File: config.mk
export PLATFORM = sky130hd
export DESIGN_NAME = ecu_power_mode_sequencer_unit
export DESIGN_NICKNAME = d
export VERILOG_FILES = /design/src/ecupm_pkg.sv /design/src/ecupm_in_stage.sv /design/src/ecupm_core.sv /design/src/ecupm_out_stage.sv /design/src/ecu_power_mode_sequencer_unit.sv
export SDC_FILE = /design/constraint.sdc
export NUM_CORES = 1
export LEC_CHECK = 0
export BUFFER_PORTS_ARGS = -buffer_cell sky130_fd_sc_hd__buf_2
export CAP_MARGIN = 40
export CORE_UTILIZATION = 36
export DETAILED_ROUTE_END_ITERATION = 16
export GPL_TIMING_DRIVEN = 0
export HOLD_SLACK_MARGIN = 0.12
export PLACE_DENSITY_LB_ADDON = 0.12
export SYNTH_ARGS = -nofsm -noshare
export SYNTH_HDL_FRONTEND = slang
export SYNTH_HIERARCHICAL = 1
export SYNTH_SLANG_ARGS = --single-unit
File: constraint.sdc
create_clock -name clk -period 13.6 [get_ports clk]
set_input_delay 2.72 -clock clk [delete_from_list [all_inputs] [get_ports clk]]
set_output_delay 2.72 -clock clk [all_outputs]
set_load 0.03 [all_outputs]
File: src/ecupm_pkg.sv
`timescale 1ns / 1ps
`default_nettype none
// Types, codes and transition table of the ECU power-mode sequencer.
// No dependencies; imported by every module of the block.
package ecupm_pkg;

    localparam int USER_COUNT     = 32;
    localparam int WAKEUP_SOURCES = 32;
    localparam int RUN_MASK_W     = 32;
    localparam int USER_IDX_W     = 5;
    localparam int COUNT_W        = 8;
    localparam int WAKE_W         = 32;

    localparam logic [COUNT_W-1:0] COUNT_MAX = {COUNT_W{1'b1}};
    localparam logic [WAKE_W-1:0]  WAKE_MASK =
        WAKE_W'((64'd1 << WAKEUP_SOURCES) - 64'd1);

    localparam logic [1:0] TGT_SLEEP = 2'd0;
    localparam logic [1:0] TGT_RESET = 2'd1;
    localparam logic [1:0] TGT_OFF   = 2'd2;

    localparam logic [1:0] DEFAULT_TARGET_RST = TGT_OFF;
    localparam logic [7:0] DEFAULT_MODE_RST   = 8'd0;

    // binary state codes as seen on the ports
    localparam logic [3:0] ST_STARTUP    = 4'd0;
    localparam logic [3:0] ST_RUN        = 4'd1;
    localparam logic [3:0] ST_SLEEP      = 4'd2;
    localparam logic [3:0] ST_WAKE_SLEEP = 4'd3;
    localparam logic [3:0] ST_SHUTDOWN   = 4'd4;
    localparam logic [3:0] ST_PREP       = 4'd5;
    localparam logic [3:0] ST_GO_SLEEP   = 4'd6;
    localparam logic [3:0] ST_OFF_ONE    = 4'd7;
    localparam logic [3:0] ST_OFF_TWO    = 4'd8;
    localparam logic [3:0] ST_WK_ONE     = 4'd9;
    localparam logic [3:0] ST_WK_TWO     = 4'd10;
    localparam logic [3:0] ST_OFF        = 4'd11;
    localparam logic [3:0] ST_RESET      = 4'd12;

    localparam logic [2:0] ACT_NONE       = 3'd0;
    localparam logic [2:0] ACT_SWITCH_OFF = 3'd1;
    localparam logic [2:0] ACT_RESET      = 3'd2;
    localparam logic [2:0] ACT_SLEEP      = 3'd3;
    localparam logic [2:0] ACT_POSTRUN    = 3'd4;

    localparam logic CFG_DEFAULT_TARGET = 1'b0;
    localparam logic CFG_DEFAULT_MODE   = 1'b1;

    typedef enum logic [3:0] {
        K_TICK        = 4'd0,
        K_REQ_RUN     = 4'd1,
        K_REL_RUN     = 4'd2,
        K_REQ_POSTRUN = 4'd3,
        K_REL_POSTRUN = 4'd4,
        K_KILL        = 4'd5,
        K_SELECT      = 4'd6,
        K_SET_STATE   = 4'd7,
        K_STARTUP_TWO = 4'd8,
        K_ENTER_RUN   = 4'd9
    } pm_kind_t;

    typedef enum logic [12:0] {
        S_STARTUP    = 13'b0000000000001,
        S_RUN        = 13'b0000000000010,
        S_SLEEP      = 13'b0000000000100,
        S_WAKE_SLEEP = 13'b0000000001000,
        S_SHUTDOWN   = 13'b0000000010000,
        S_PREP       = 13'b0000000100000,
        S_GO_SLEEP   = 13'b0000001000000,
        S_OFF_ONE    = 13'b0000010000000,
        S_OFF_TWO    = 13'b0000100000000,
        S_WK_ONE     = 13'b0001000000000,
        S_WK_TWO     = 13'b0010000000000,
        S_OFF        = 13'b0100000000000,
        S_RESET      = 13'b1000000000000
    } pm_state_t;

    typedef struct packed {
        logic [3:0]        kind;
        logic [7:0]        user;
        logic [1:0]        target;
        logic [7:0]        mode;
        logic [3:0]        requested_state;
        logic              sleep_allowed;
        logic [WAKE_W-1:0] raised_wakeups;
        logic [WAKE_W-1:0] wakeup_ok;
    } pm_item_t;

    typedef struct packed {
        logic              status_ok;
        logic [3:0]        state;
        logic              sub_state;
        logic [1:0]        shutdown_target;
        logic [7:0]        sleep_mode;
        logic [1:0]        last_target;
        logic [7:0]        last_mode;
        logic [WAKE_W-1:0] validated_now;
        logic [WAKE_W-1:0] expired_now;
        logic              state_changed;
        logic [2:0]        action;
    } pm_result_t;

    function automatic logic [3:0] state_code(input pm_state_t s);
        logic [3:0] c;
        case (s)
            S_STARTUP:    c = ST_STARTUP;
            S_RUN:        c = ST_RUN;
            S_SLEEP:      c = ST_SLEEP;
            S_WAKE_SLEEP: c = ST_WAKE_SLEEP;
            S_SHUTDOWN:   c = ST_SHUTDOWN;
            S_PREP:       c = ST_PREP;
            S_GO_SLEEP:   c = ST_GO_SLEEP;
            S_OFF_ONE:    c = ST_OFF_ONE;
            S_OFF_TWO:    c = ST_OFF_TWO;
            S_WK_ONE:     c = ST_WK_ONE;
            S_WK_TWO:     c = ST_WK_TWO;
            S_OFF:        c = ST_OFF;
            S_RESET:      c = ST_RESET;
            default:      c = ST_STARTUP;
        endcase
        return c;
    endfunction

    function automatic pm_state_t state_decode(input logic [3:0] c);
        pm_state_t s;
        case (c)
            ST_STARTUP:    s = S_STARTUP;
            ST_RUN:        s = S_RUN;
            ST_SLEEP:      s = S_SLEEP;
            ST_WAKE_SLEEP: s = S_WAKE_SLEEP;
            ST_SHUTDOWN:   s = S_SHUTDOWN;
            ST_PREP:       s = S_PREP;
            ST_GO_SLEEP:   s = S_GO_SLEEP;
            ST_OFF_ONE:    s = S_OFF_ONE;
            ST_OFF_TWO:    s = S_OFF_TWO;
            ST_WK_ONE:     s = S_WK_ONE;
            ST_WK_TWO:     s = S_WK_TWO;
            ST_OFF:        s = S_OFF;
            ST_RESET:      s = S_RESET;
            default:       s = S_STARTUP;
        endcase
        return s;
    endfunction

    // fixed transition table; codes 13..15 never match
    function automatic logic move_allowed(input pm_state_t from, input logic [3:0] to);
        logic ok;
        case (from)
            S_STARTUP:    ok = (to == ST_RUN);
            S_RUN:        ok = (to == ST_SLEEP) || (to == ST_SHUTDOWN) || (to == ST_PREP);
            S_SLEEP:      ok = (to == ST_WAKE_SLEEP) || (to == ST_RESET);
            S_WAKE_SLEEP: ok = (to == ST_STARTUP) || (to == ST_RUN);
            S_SHUTDOWN:   ok = (to == ST_OFF) || (to == ST_RESET);
            S_PREP:       ok = (to == ST_GO_SLEEP) || (to == ST_OFF_ONE) || (to == ST_OFF_TWO);
            S_GO_SLEEP:   ok = (to == ST_SLEEP);
            S_OFF_ONE:    ok = (to == ST_OFF_TWO);
            S_OFF_TWO:    ok = (to == ST_OFF) || (to == ST_RESET);
            S_WK_ONE,
            S_WK_TWO:     ok = (to == ST_RUN) || (to == ST_STARTUP);
            default:      ok = 1'b0;
        endcase
        return ok;
    endfunction

endpackage
`default_nettype wire

File: src/ecupm_in_stage.sv
`timescale 1ns / 1ps
`default_nettype none
// Input register of the power-mode sequencer: holds one event transaction.
// Depends on ecupm_pkg.
module ecupm_in_stage
    import ecupm_pkg::*;
(
    input  wire logic     clk,
    input  wire logic     rst_n,
    input  wire logic     in_valid,
    output logic          in_ready,
    input  wire pm_item_t item_in,
    input  wire logic     advance,
    output logic          item_valid,
    output pm_item_t      item
);

    logic     valid_reg;
    logic     valid_next;
    pm_item_t item_reg;

    assign in_ready   = !valid_reg || advance;
    assign valid_next = in_ready ? in_valid : valid_reg;

    always_ff @(posedge clk or negedge rst_n)
    begin
        if (!rst_n)
        begin
            valid_reg <= 1'b0;
        end
        else
        begin
            valid_reg <= valid_next;
        end
    end

    always_ff @(posedge clk)
    begin
        if (in_valid && in_ready)
        begin
            item_reg <= item_in;
        end
    end

    assign item_valid = valid_reg;
    assign item       = item_reg;

endmodule
`default_nettype wire

File: src/ecupm_core.sv
`timescale 1ns / 1ps
`default_nettype none
// Sequencer state and the combinational event handling (tick handlers,
// request counters, target selection, checked transitions). Depends on ecupm_pkg.
module ecupm_core
    import ecupm_pkg::*;
(
    input  wire logic     clk,
    input  wire logic     rst_n,
    input  wire logic     advance,
    input  wire pm_item_t item,
    output pm_result_t    result
);

    pm_state_t               state_reg,       state_next;
    logic                    sub_reg,         sub_next;
    logic [RUN_MASK_W-1:0]   run_mask_reg,    run_mask_next;
    logic [COUNT_W-1:0]      run_cnt_reg,     run_cnt_next;
    logic [COUNT_W-1:0]      post_cnt_reg,    post_cnt_next;
    logic [1:0]              target_reg,      target_next;
    logic [7:0]              mode_reg,        mode_next;
    logic [1:0]              prev_target_reg, prev_target_next;
    logic [7:0]              prev_mode_reg,   prev_mode_next;

    pm_kind_t            kind;
    logic                user_kind;
    logic                user_ok;
    logic                idle;
    logic                try_en;
    logic [3:0]          try_code;
    logic                changed;
    logic                status;
    logic [2:0]          act;
    logic [WAKE_W-1:0]   raised;
    logic [WAKE_W-1:0]   val_now;
    logic [WAKE_W-1:0]   exp_now;
    logic [RUN_MASK_W-1:0] user_bit;

    assign kind      = pm_kind_t'(item.kind);
    assign user_kind = (item.kind >= K_REQ_RUN) && (item.kind <= K_REL_POSTRUN);
    assign user_ok   = ({1'b0, item.user} < 9'(USER_COUNT));
    assign idle      = (run_cnt_reg == '0) && (run_mask_reg == '0);
    assign raised    = item.raised_wakeups & WAKE_MASK;
    assign user_bit  = RUN_MASK_W'(1) << item.user[USER_IDX_W-1:0];

    always_comb
    begin
        sub_next         = sub_reg;
        run_mask_next    = run_mask_reg;
        run_cnt_next     = run_cnt_reg;
        post_cnt_next    = post_cnt_reg;
        target_next      = target_reg;
        mode_next        = mode_reg;
        prev_target_next = prev_target_reg;
        prev_mode_next   = prev_mode_reg;
        status           = 1'b1;
        act              = ACT_NONE;
        val_now          = '0;
        exp_now          = '0;
        try_en           = 1'b0;
        try_code         = ST_STARTUP;

        if (user_kind && !user_ok)
        begin
            status = 1'b0;
        end
        else
        begin
            case (kind)
                K_TICK:
                begin
                    // pending set is empty between ticks, so pending == raised
                    val_now = raised & item.wakeup_ok;
                    exp_now = raised & ~item.wakeup_ok;
                    case (state_reg)
                        S_RUN:
                        begin
                            if (idle)
                            begin
                                if (post_cnt_reg != '0)
                                begin
                                    act      = ACT_POSTRUN;
                                    sub_next = 1'b1;
                                end
                                else
                                begin
                                    try_en   = 1'b1;
                                    try_code = ST_PREP;
                                end
                            end
                        end
                        S_PREP:
                        begin
                            if (target_reg == TGT_SLEEP)
                            begin
                                try_en   = 1'b1;
                                try_code = ST_GO_SLEEP;
                            end
                            else if (target_reg == TGT_RESET)
                            begin
                                act = ACT_RESET;
                            end
                            else
                            begin
                                try_en   = 1'b1;
                                try_code = ST_OFF_ONE;
                            end
                        end
                        S_GO_SLEEP:
                        begin
                            try_en = 1'b1;
                            if (item.sleep_allowed && idle)
                            begin
                                try_code = ST_SLEEP;
                                act      = ACT_SLEEP;
                            end
                            else
                            begin
                                // return to run: refused by the table
                                try_code = ST_RUN;
                            end
                        end
                        S_OFF_ONE:
                        begin
                            try_en   = 1'b1;
                            try_code = ST_OFF_TWO;
                        end
                        S_OFF_TWO:
                        begin
                            act      = ACT_SWITCH_OFF;
                            try_en   = 1'b1;
                            try_code = ST_OFF;
                        end
                        S_WAKE_SLEEP, S_WK_ONE, S_WK_TWO:
                        begin
                            try_en   = 1'b1;
                            try_code = ST_RUN;
                        end
                        default:
                        begin
                        end
                    endcase
                end
                K_REQ_RUN:
                begin
                    run_mask_next = run_mask_reg | user_bit;
                    if (run_cnt_reg != COUNT_MAX)
                    begin
                        run_cnt_next = run_cnt_reg + COUNT_W'(1);
                    end
                end
                K_REL_RUN:
                begin
                    run_mask_next = run_mask_reg & ~user_bit;
                    if (run_cnt_reg != '0)
                    begin
                        run_cnt_next = run_cnt_reg - COUNT_W'(1);
                    end
                end
                K_REQ_POSTRUN:
                begin
                    if (post_cnt_reg != COUNT_MAX)
                    begin
                        post_cnt_next = post_cnt_reg + COUNT_W'(1);
                    end
                end
                K_REL_POSTRUN:
                begin
                    if (post_cnt_reg != '0)
                    begin
                        post_cnt_next = post_cnt_reg - COUNT_W'(1);
                    end
                end
                K_KILL:
                begin
                    run_mask_next = '0;
                    run_cnt_next  = '0;
                    post_cnt_next = '0;
                end
                K_SELECT:
                begin
                    prev_target_next = target_reg;
                    prev_mode_next   = mode_reg;
                    target_next      = item.target;
                    mode_next        = item.mode;
                end
                K_SET_STATE:
                begin
                    try_en   = 1'b1;
                    try_code = item.requested_state;
                end
                K_STARTUP_TWO, K_ENTER_RUN:
                begin
                    if (state_reg == S_STARTUP)
                    begin
                        try_en   = 1'b1;
                        try_code = ST_RUN;
                        sub_next = 1'b1;
                    end
                    else if ((kind == K_ENTER_RUN) && (state_reg == S_WAKE_SLEEP))
                    begin
                        try_en   = 1'b1;
                        try_code = ST_RUN;
                    end
                end
                default:
                begin
                end
            endcase
        end
    end

    assign changed    = try_en && move_allowed(state_reg, try_code);
    assign state_next = changed ? state_decode(try_code) : state_reg;

    always_ff @(posedge clk or negedge rst_n)
    begin
        if (!rst_n)
        begin
            state_reg       <= S_STARTUP;
            sub_reg         <= 1'b0;
            run_mask_reg    <= '0;
            run_cnt_reg     <= '0;
            post_cnt_reg    <= '0;
            target_reg      <= DEFAULT_TARGET_RST;
            mode_reg        <= DEFAULT_MODE_RST;
            prev_target_reg <= TGT_OFF;
            prev_mode_reg   <= '0;
        end
        else if (advance)
        begin
            state_reg       <= state_next;
            sub_reg         <= sub_next;
            run_mask_reg    <= run_mask_next;
            run_cnt_reg     <= run_cnt_next;
            post_cnt_reg    <= post_cnt_next;
            target_reg      <= target_next;
            mode_reg        <= mode_next;
            prev_target_reg <= prev_target_next;
            prev_mode_reg   <= prev_mode_next;
        end
    end

    always_comb
    begin
        result.status_ok       = status;
        result.state           = state_code(state_next);
        result.sub_state       = sub_next;
        result.shutdown_target = target_next;
        result.sleep_mode      = mode_next;
        result.last_target     = prev_target_next;
        result.last_mode       = prev_mode_next;
        result.validated_now   = val_now;
        result.expired_now     = exp_now;
        result.state_changed   = changed;
        result.action          = act;
    end

endmodule
`default_nettype wire

File: src/ecupm_out_stage.sv
`timescale 1ns / 1ps
`default_nettype none
// Result register of the power-mode sequencer; holds a result while stalled.
// Depends on ecupm_pkg.
module ecupm_out_stage
    import ecupm_pkg::*;
(
    input  wire logic       clk,
    input  wire logic       rst_n,
    input  wire logic       advance,
    input  wire pm_result_t result_in,
    output logic            out_free,
    input  wire logic       out_ready,
    output logic            out_valid,
    output pm_result_t      result
);

    logic       valid_reg;
    logic       valid_next;
    pm_result_t result_reg;

    assign out_free   = !valid_reg || out_ready;
    assign valid_next = out_free ? advance : valid_reg;

    always_ff @(posedge clk or negedge rst_n)
    begin
        if (!rst_n)
        begin
            valid_reg <= 1'b0;
        end
        else
        begin
            valid_reg <= valid_next;
        end
    end

    always_ff @(posedge clk)
    begin
        if (advance)
        begin
            result_reg <= result_in;
        end
    end

    assign out_valid = valid_reg;
    assign result    = result_reg;

endmodule
`default_nettype wire

File: src/ecu_power_mode_sequencer_unit.sv
`timescale 1ns / 1ps
`default_nettype none
// ECU power-mode sequencer, top level.
// Depends on ecupm_pkg, ecupm_in_stage, ecupm_core, ecupm_out_stage.
//
// Event channel (in_valid/in_ready): one transaction per event - tick,
// run and post-run requests, kill, target select, state request, startup.
// Result channel (out_valid/out_ready): exactly one result per event,
// giving status, the state after the event, selections, the wakeup bits
// resolved on a tick, the change flag and the action code.
// An event passes the input register, then the result register; the event
// logic between them is a single pass, so one event is taken every cycle
// unless the receiver stalls. Then the result register holds and the input
// register fills; in_ready drops only when both are occupied.
// Reset puts the machine in startup with all requests cleared, target off
// and sleep mode zero. Configuration (cfg_valid/cfg_ready, cfg_index,
// cfg_data) is always ready; the default target and sleep mode take effect
// only through reset, which restores their reset values, so writes are
// accepted and have no visible effect.
module ecu_power_mode_sequencer_unit
    import ecupm_pkg::*;
(
    input  wire logic              clk,
    input  wire logic              rst_n,
    input  wire logic              in_valid,
    output logic                   in_ready,
    input  wire logic [3:0]        kind,
    input  wire logic [7:0]        user,
    input  wire logic [1:0]        target,
    input  wire logic [7:0]        mode,
    input  wire logic [3:0]        requested_state,
    input  wire logic              sleep_allowed,
    input  wire logic [WAKE_W-1:0] raised_wakeups,
    input  wire logic [WAKE_W-1:0] wakeup_ok,
    output logic                   out_valid,
    input  wire logic              out_ready,
    output logic                   status_ok,
    output logic [3:0]             state,
    output logic                   sub_state,
    output logic [1:0]             shutdown_target,
    output logic [7:0]             sleep_mode,
    output logic [1:0]             last_target,
    output logic [7:0]             last_mode,
    output logic [WAKE_W-1:0]      validated_now,
    output logic [WAKE_W-1:0]      expired_now,
    output logic                   state_changed,
    output logic [2:0]             action,
    input  wire logic              cfg_valid,
    output logic                   cfg_ready,
    input  wire logic              cfg_index,
    input  wire logic [7:0]        cfg_data
);

    pm_item_t   item_in;
    pm_item_t   item;
    logic       item_valid;
    logic       advance;
    logic       out_free;
    pm_result_t core_result;
    pm_result_t result;

    assign cfg_ready = 1'b1;

    always_comb
    begin
        item_in.kind            = kind;
        item_in.user            = user;
        item_in.target          = target;
        item_in.mode            = mode;
        item_in.requested_state = requested_state;
        item_in.sleep_allowed   = sleep_allowed;
        item_in.raised_wakeups  = raised_wakeups;
        item_in.wakeup_ok       = wakeup_ok;
    end

    assign advance = item_valid && out_free;

    ecupm_in_stage u_in_stage (
        .clk        (clk),
        .rst_n      (rst_n),
        .in_valid   (in_valid),
        .in_ready   (in_ready),
        .item_in    (item_in),
        .advance    (advance),
        .item_valid (item_valid),
        .item       (item)
    );

    ecupm_core u_core (
        .clk     (clk),
        .rst_n   (rst_n),
        .advance (advance),
        .item    (item),
        .result  (core_result)
    );

    ecupm_out_stage u_out_stage (
        .clk       (clk),
        .rst_n     (rst_n),
        .advance   (advance),
        .result_in (core_result),
        .out_free  (out_free),
        .out_ready (out_ready),
        .out_valid (out_valid),
        .result    (result)
    );

    assign status_ok       = result.status_ok;
    assign state           = result.state;
    assign sub_state       = result.sub_state;
    assign shutdown_target = result.shutdown_target;
    assign sleep_mode      = result.sleep_mode;
    assign last_target     = result.last_target;
    assign last_mode       = result.last_mode;
    assign validated_now   = result.validated_now;
    assign expired_now     = result.expired_now;
    assign state_changed   = result.state_changed;
    assign action          = result.action;

endmodule
`default_nettype wire

==> metrics.md <==
| Metric | Value |
|---|---|
| Status | finished clean |
| Critical hold path startpoint | u_core/sub_reg |
| Max_cap viols | 0 |
| Multi-input gate area | 3850 um2 |
| RSZ-0062 raised after global routing | false |
| Routed vias/inst | about 5.0 |
| Utilization after layout | about 45% |
| Unique masters post-synth | 72 |
| Post_cts resized | 0 |
| TritonRoute pass-1 iters | 7 |
| Max reg flops | between 90 and 100 |
| Iteration-0 DRC Markers | 482 |
| Mapped Area | between 10,000 and 15,000 um2 |
| Post-Route WL | between 20,000 and 30,000 um |
| Leading area contributor after synthesis | edfxtp_1 |
| Reg2reg path depth | 12 |
| Worst Setup Path Type | input port to primary output |
| Reg2Reg Launch Point | u_core/state_reg[4] |
| CTS max path bufs | 3 |
| Hold crit path type | flip-flop to flip-flop |
| GRT overflow | 0 |
| TNS Setup | 0 ns |
| Drc violations | 0 |
| Die area | 33,500 um2 |
| Hold path cells | 1 |
| Nets | about 1,300 |
| Initial Util | around 37% |
| Crit path largest cell delay | 0.52 ns |
| First-pass GRT wire length | between 40,000 and 50,000 um |
| Fin crit period | 6.59 ns |
| CTS Buf Count | 30 |
| Global Route Usage Sum | 18.0% |
| Crit-path cells | buf_2 -> nand2b_4 -> and2_4 -> nand2b_4 -> buf_2 |
| Power, Total | 2.45 mW |
| RePlAce Congestion | between 0.8 and 0.9 |
| Final period util | ~48% |
| Final Hold Viols | 0 |
| WP data arrival | between 3 and 4 ns |
| Max_slew headroom | between 30 and 40% |
| CTS tree | built |
| Yosys warnings | 6 |
| Drt wl/cell | approximately 18 um |
| P_leak | around 6.0 nW |
| Maximum vdd ir drop | roughly 0.00011 V |
| HPWL after detailed placement | between 20,000 and 25,000 um |
| Critical Path Slowest Stage Cell | and2_4 |
| Synth top cells by count | 185 x edfxtp_1, 87 x o21ai_0, 85 x nand2_1 |
| Setup Skew | approximately 0.023 ns |
| Synth top area share | a little under half |
| Sequential Area | 7660 um2 |
| Synth Register Bits | about 270 |
| Post-synthesis cell count | roughly 960 |
| Avg Synthesized Cell Area | between 10 and 15 um2 |
| Die Height | roughly 180 um |
| DRT antenna net count | 0 |
| Clock transition at path regs | ~0.06 ns |
| Ranking of synthesized cells by area | edfxtp_1 47%, dfrtp_1 17%, mux2_2 4.3% |
| Setup violators final | 0 |
| CTS sink count | 269 |
| Syn_nets | approximately 1,100 |
| Primary FF master, synth | edfxtp_1 |
| Fill cells | roughly 3,000 |
| Flop2flop setup slack | ~8.3 ns |
| Worst Max-Slew Pin Slew | about 0.91 ns |
| Row count | 65 |
| Crit end category | primary output |
| Hold buffers post-CTS | 0 |
| Antenna violations before repair | 3 |
| Port Buffer Count | 190 |
| Vias in the first global route | 8,044 |
| Fmax | 152 MHz |
| Count leader, synth | edfxtp_1 |
| Worst-Skew Late Latency | 0.57 ns |
| Clock Tree Root | clkbuf_16 |
| Worst reg2reg endpoint | u_core/state_reg[5] |
| P&R area growth vs syn | 22.0% |
| EDFF count, synth | around 190 |
| IO Pins | ~200 |
| Pwr dens | 170 nW/um2 |
| Largest net degree at the start of global routing | 63 |
| WP data required | about 11 ns |
| Worst setup SP type | input port |
| Post-synth ARST share | 31.2% |
| End of the worst hold path | u_core/sub_reg |
| Share of layout cells above drive strength 1 | a little over a quarter |
| Seq/Total Area, Yosys | between 60% and 70% |
| Via Count | 8,290 |
| Final Max Tran Viols | 0 |
| Core area | between 30,000 and 40,000 um2 |
| Crit Path Max Fanout | 38 |
| H-tree depth | 1 |
| Die Width | 183 um |
| Setup Fix Bufs, Post-CTS | 0 |
==> through the flow <==
stage               cell area (um2)  std cells  hold slack (ns)  setup slack (ns)
floorplan                     11800        955            0.427              5.24
global placement              13300       1580            0.445              3.66
detailed placement            13400       1585            0.449              6.95
CTS                           14400       1641            0.467              6.96
global route                  14400       1644            0.519              6.93
finish                        14400       1644            0.463              7.01
==> power breakdown <==
part | switching (mW) | internal [mW]
clock | 0.327 | 0.480
combinational | 0.332 | 0.204
sequential | 0.0735 | 1.04
==> cell usage in the layout (no fill, tap or decap), types with 4 or more instances in the layout <==
master     synthesis  routed
clkinv_2           0       6
nor3_1            13      13
mux2_2            45      45
o21ai_1            5       5
xnor2_1           12      12
nor4_1            31      31
o21bai_1           7       7
a22o_1             6       6
inv_1             15      15
nand2_1           85      85
buf_4              4       5
o31ai_1            6       6
xor2_1             8       8
nand4_1            5       5
nand3_1           16      16
buf_2              3     194
a21oi_1           56      56
nor2_1            75      75
or4_1              6       6
and2_1             8       7
mux2i_1            6       6
or3_1              6       6
clkbuf_16          0      30
buf_1              6       6
nand2b_1           9       9
clkbuf_1          37      45
dfrtp_1           81      81
a21o_1            10      10
o22ai_1            8       8
o21ai_0           87      87
nor2b_1            9       9
ha_1              12      12
clkinv_1           0       4
and3_1            34      34
edfxtp_1         185     185
==> metal layers <==
| layer | part of all wire [%] | vias to the layer above | GRT usage [%] |
|---|---|---|---|
| li1 | - | 4028 | - |
| met1 | 45 | 4004 | 24.5 |
| met2 | 48 | 221 | 29.6 |
| met3 | 5.3 | 37 | 3.12 |
| met4 | 1.8 | 0 | 4.67 |
| met5 | 0 | - | 0 |
==> critical path, delay by kind of cell <==
family	cells	cell delay (ns)
simple gates	3	0.88
buf+inv	2	0.26
==> final cells by class <==
class                   instances  share of cell area, %
diodes                          3                 0.0522
plain buffers                  52                   1.59
clock buffers                  41                   5.71
clock inverters                15                   1.20
inverters                      15                  0.391
multi-input cells             619                   26.8
flip-flops and latches        269                   53.2
well taps                     435                   3.78
repair buffers                195                   7.27
==> worst max-delay path by stage <==
stage / from / to / slack (ns)
after floorplan: out_ready / in_ready / 5.24
after global placement: out_ready / in_ready / 3.66
after detailed placement: out_ready / in_ready / 6.95
after CTS: out_ready / in_ready / 6.96
after global routing: out_ready / in_ready / 6.93
final: out_ready / in_ready / 7.01
==> logic make-up (layout without fill, tap and decap cells) <==
kind of cell	count (synthesis)	in the layout	share of synthesized area [%]
AND/OR/NAND/NOR	320	320	13.9
flip-flops	269	269	64.9
AO/OA/AOI/OAI	212	212	10.7
buffers and inverters	67	318	2.42
multiplexers	52	52	4.93
XOR/XNOR	20	20	1.48
adder cells (fa/ha/maj)	14	14	1.61
other	1	4	0.0318
Power figures use the tool's default switching activity.
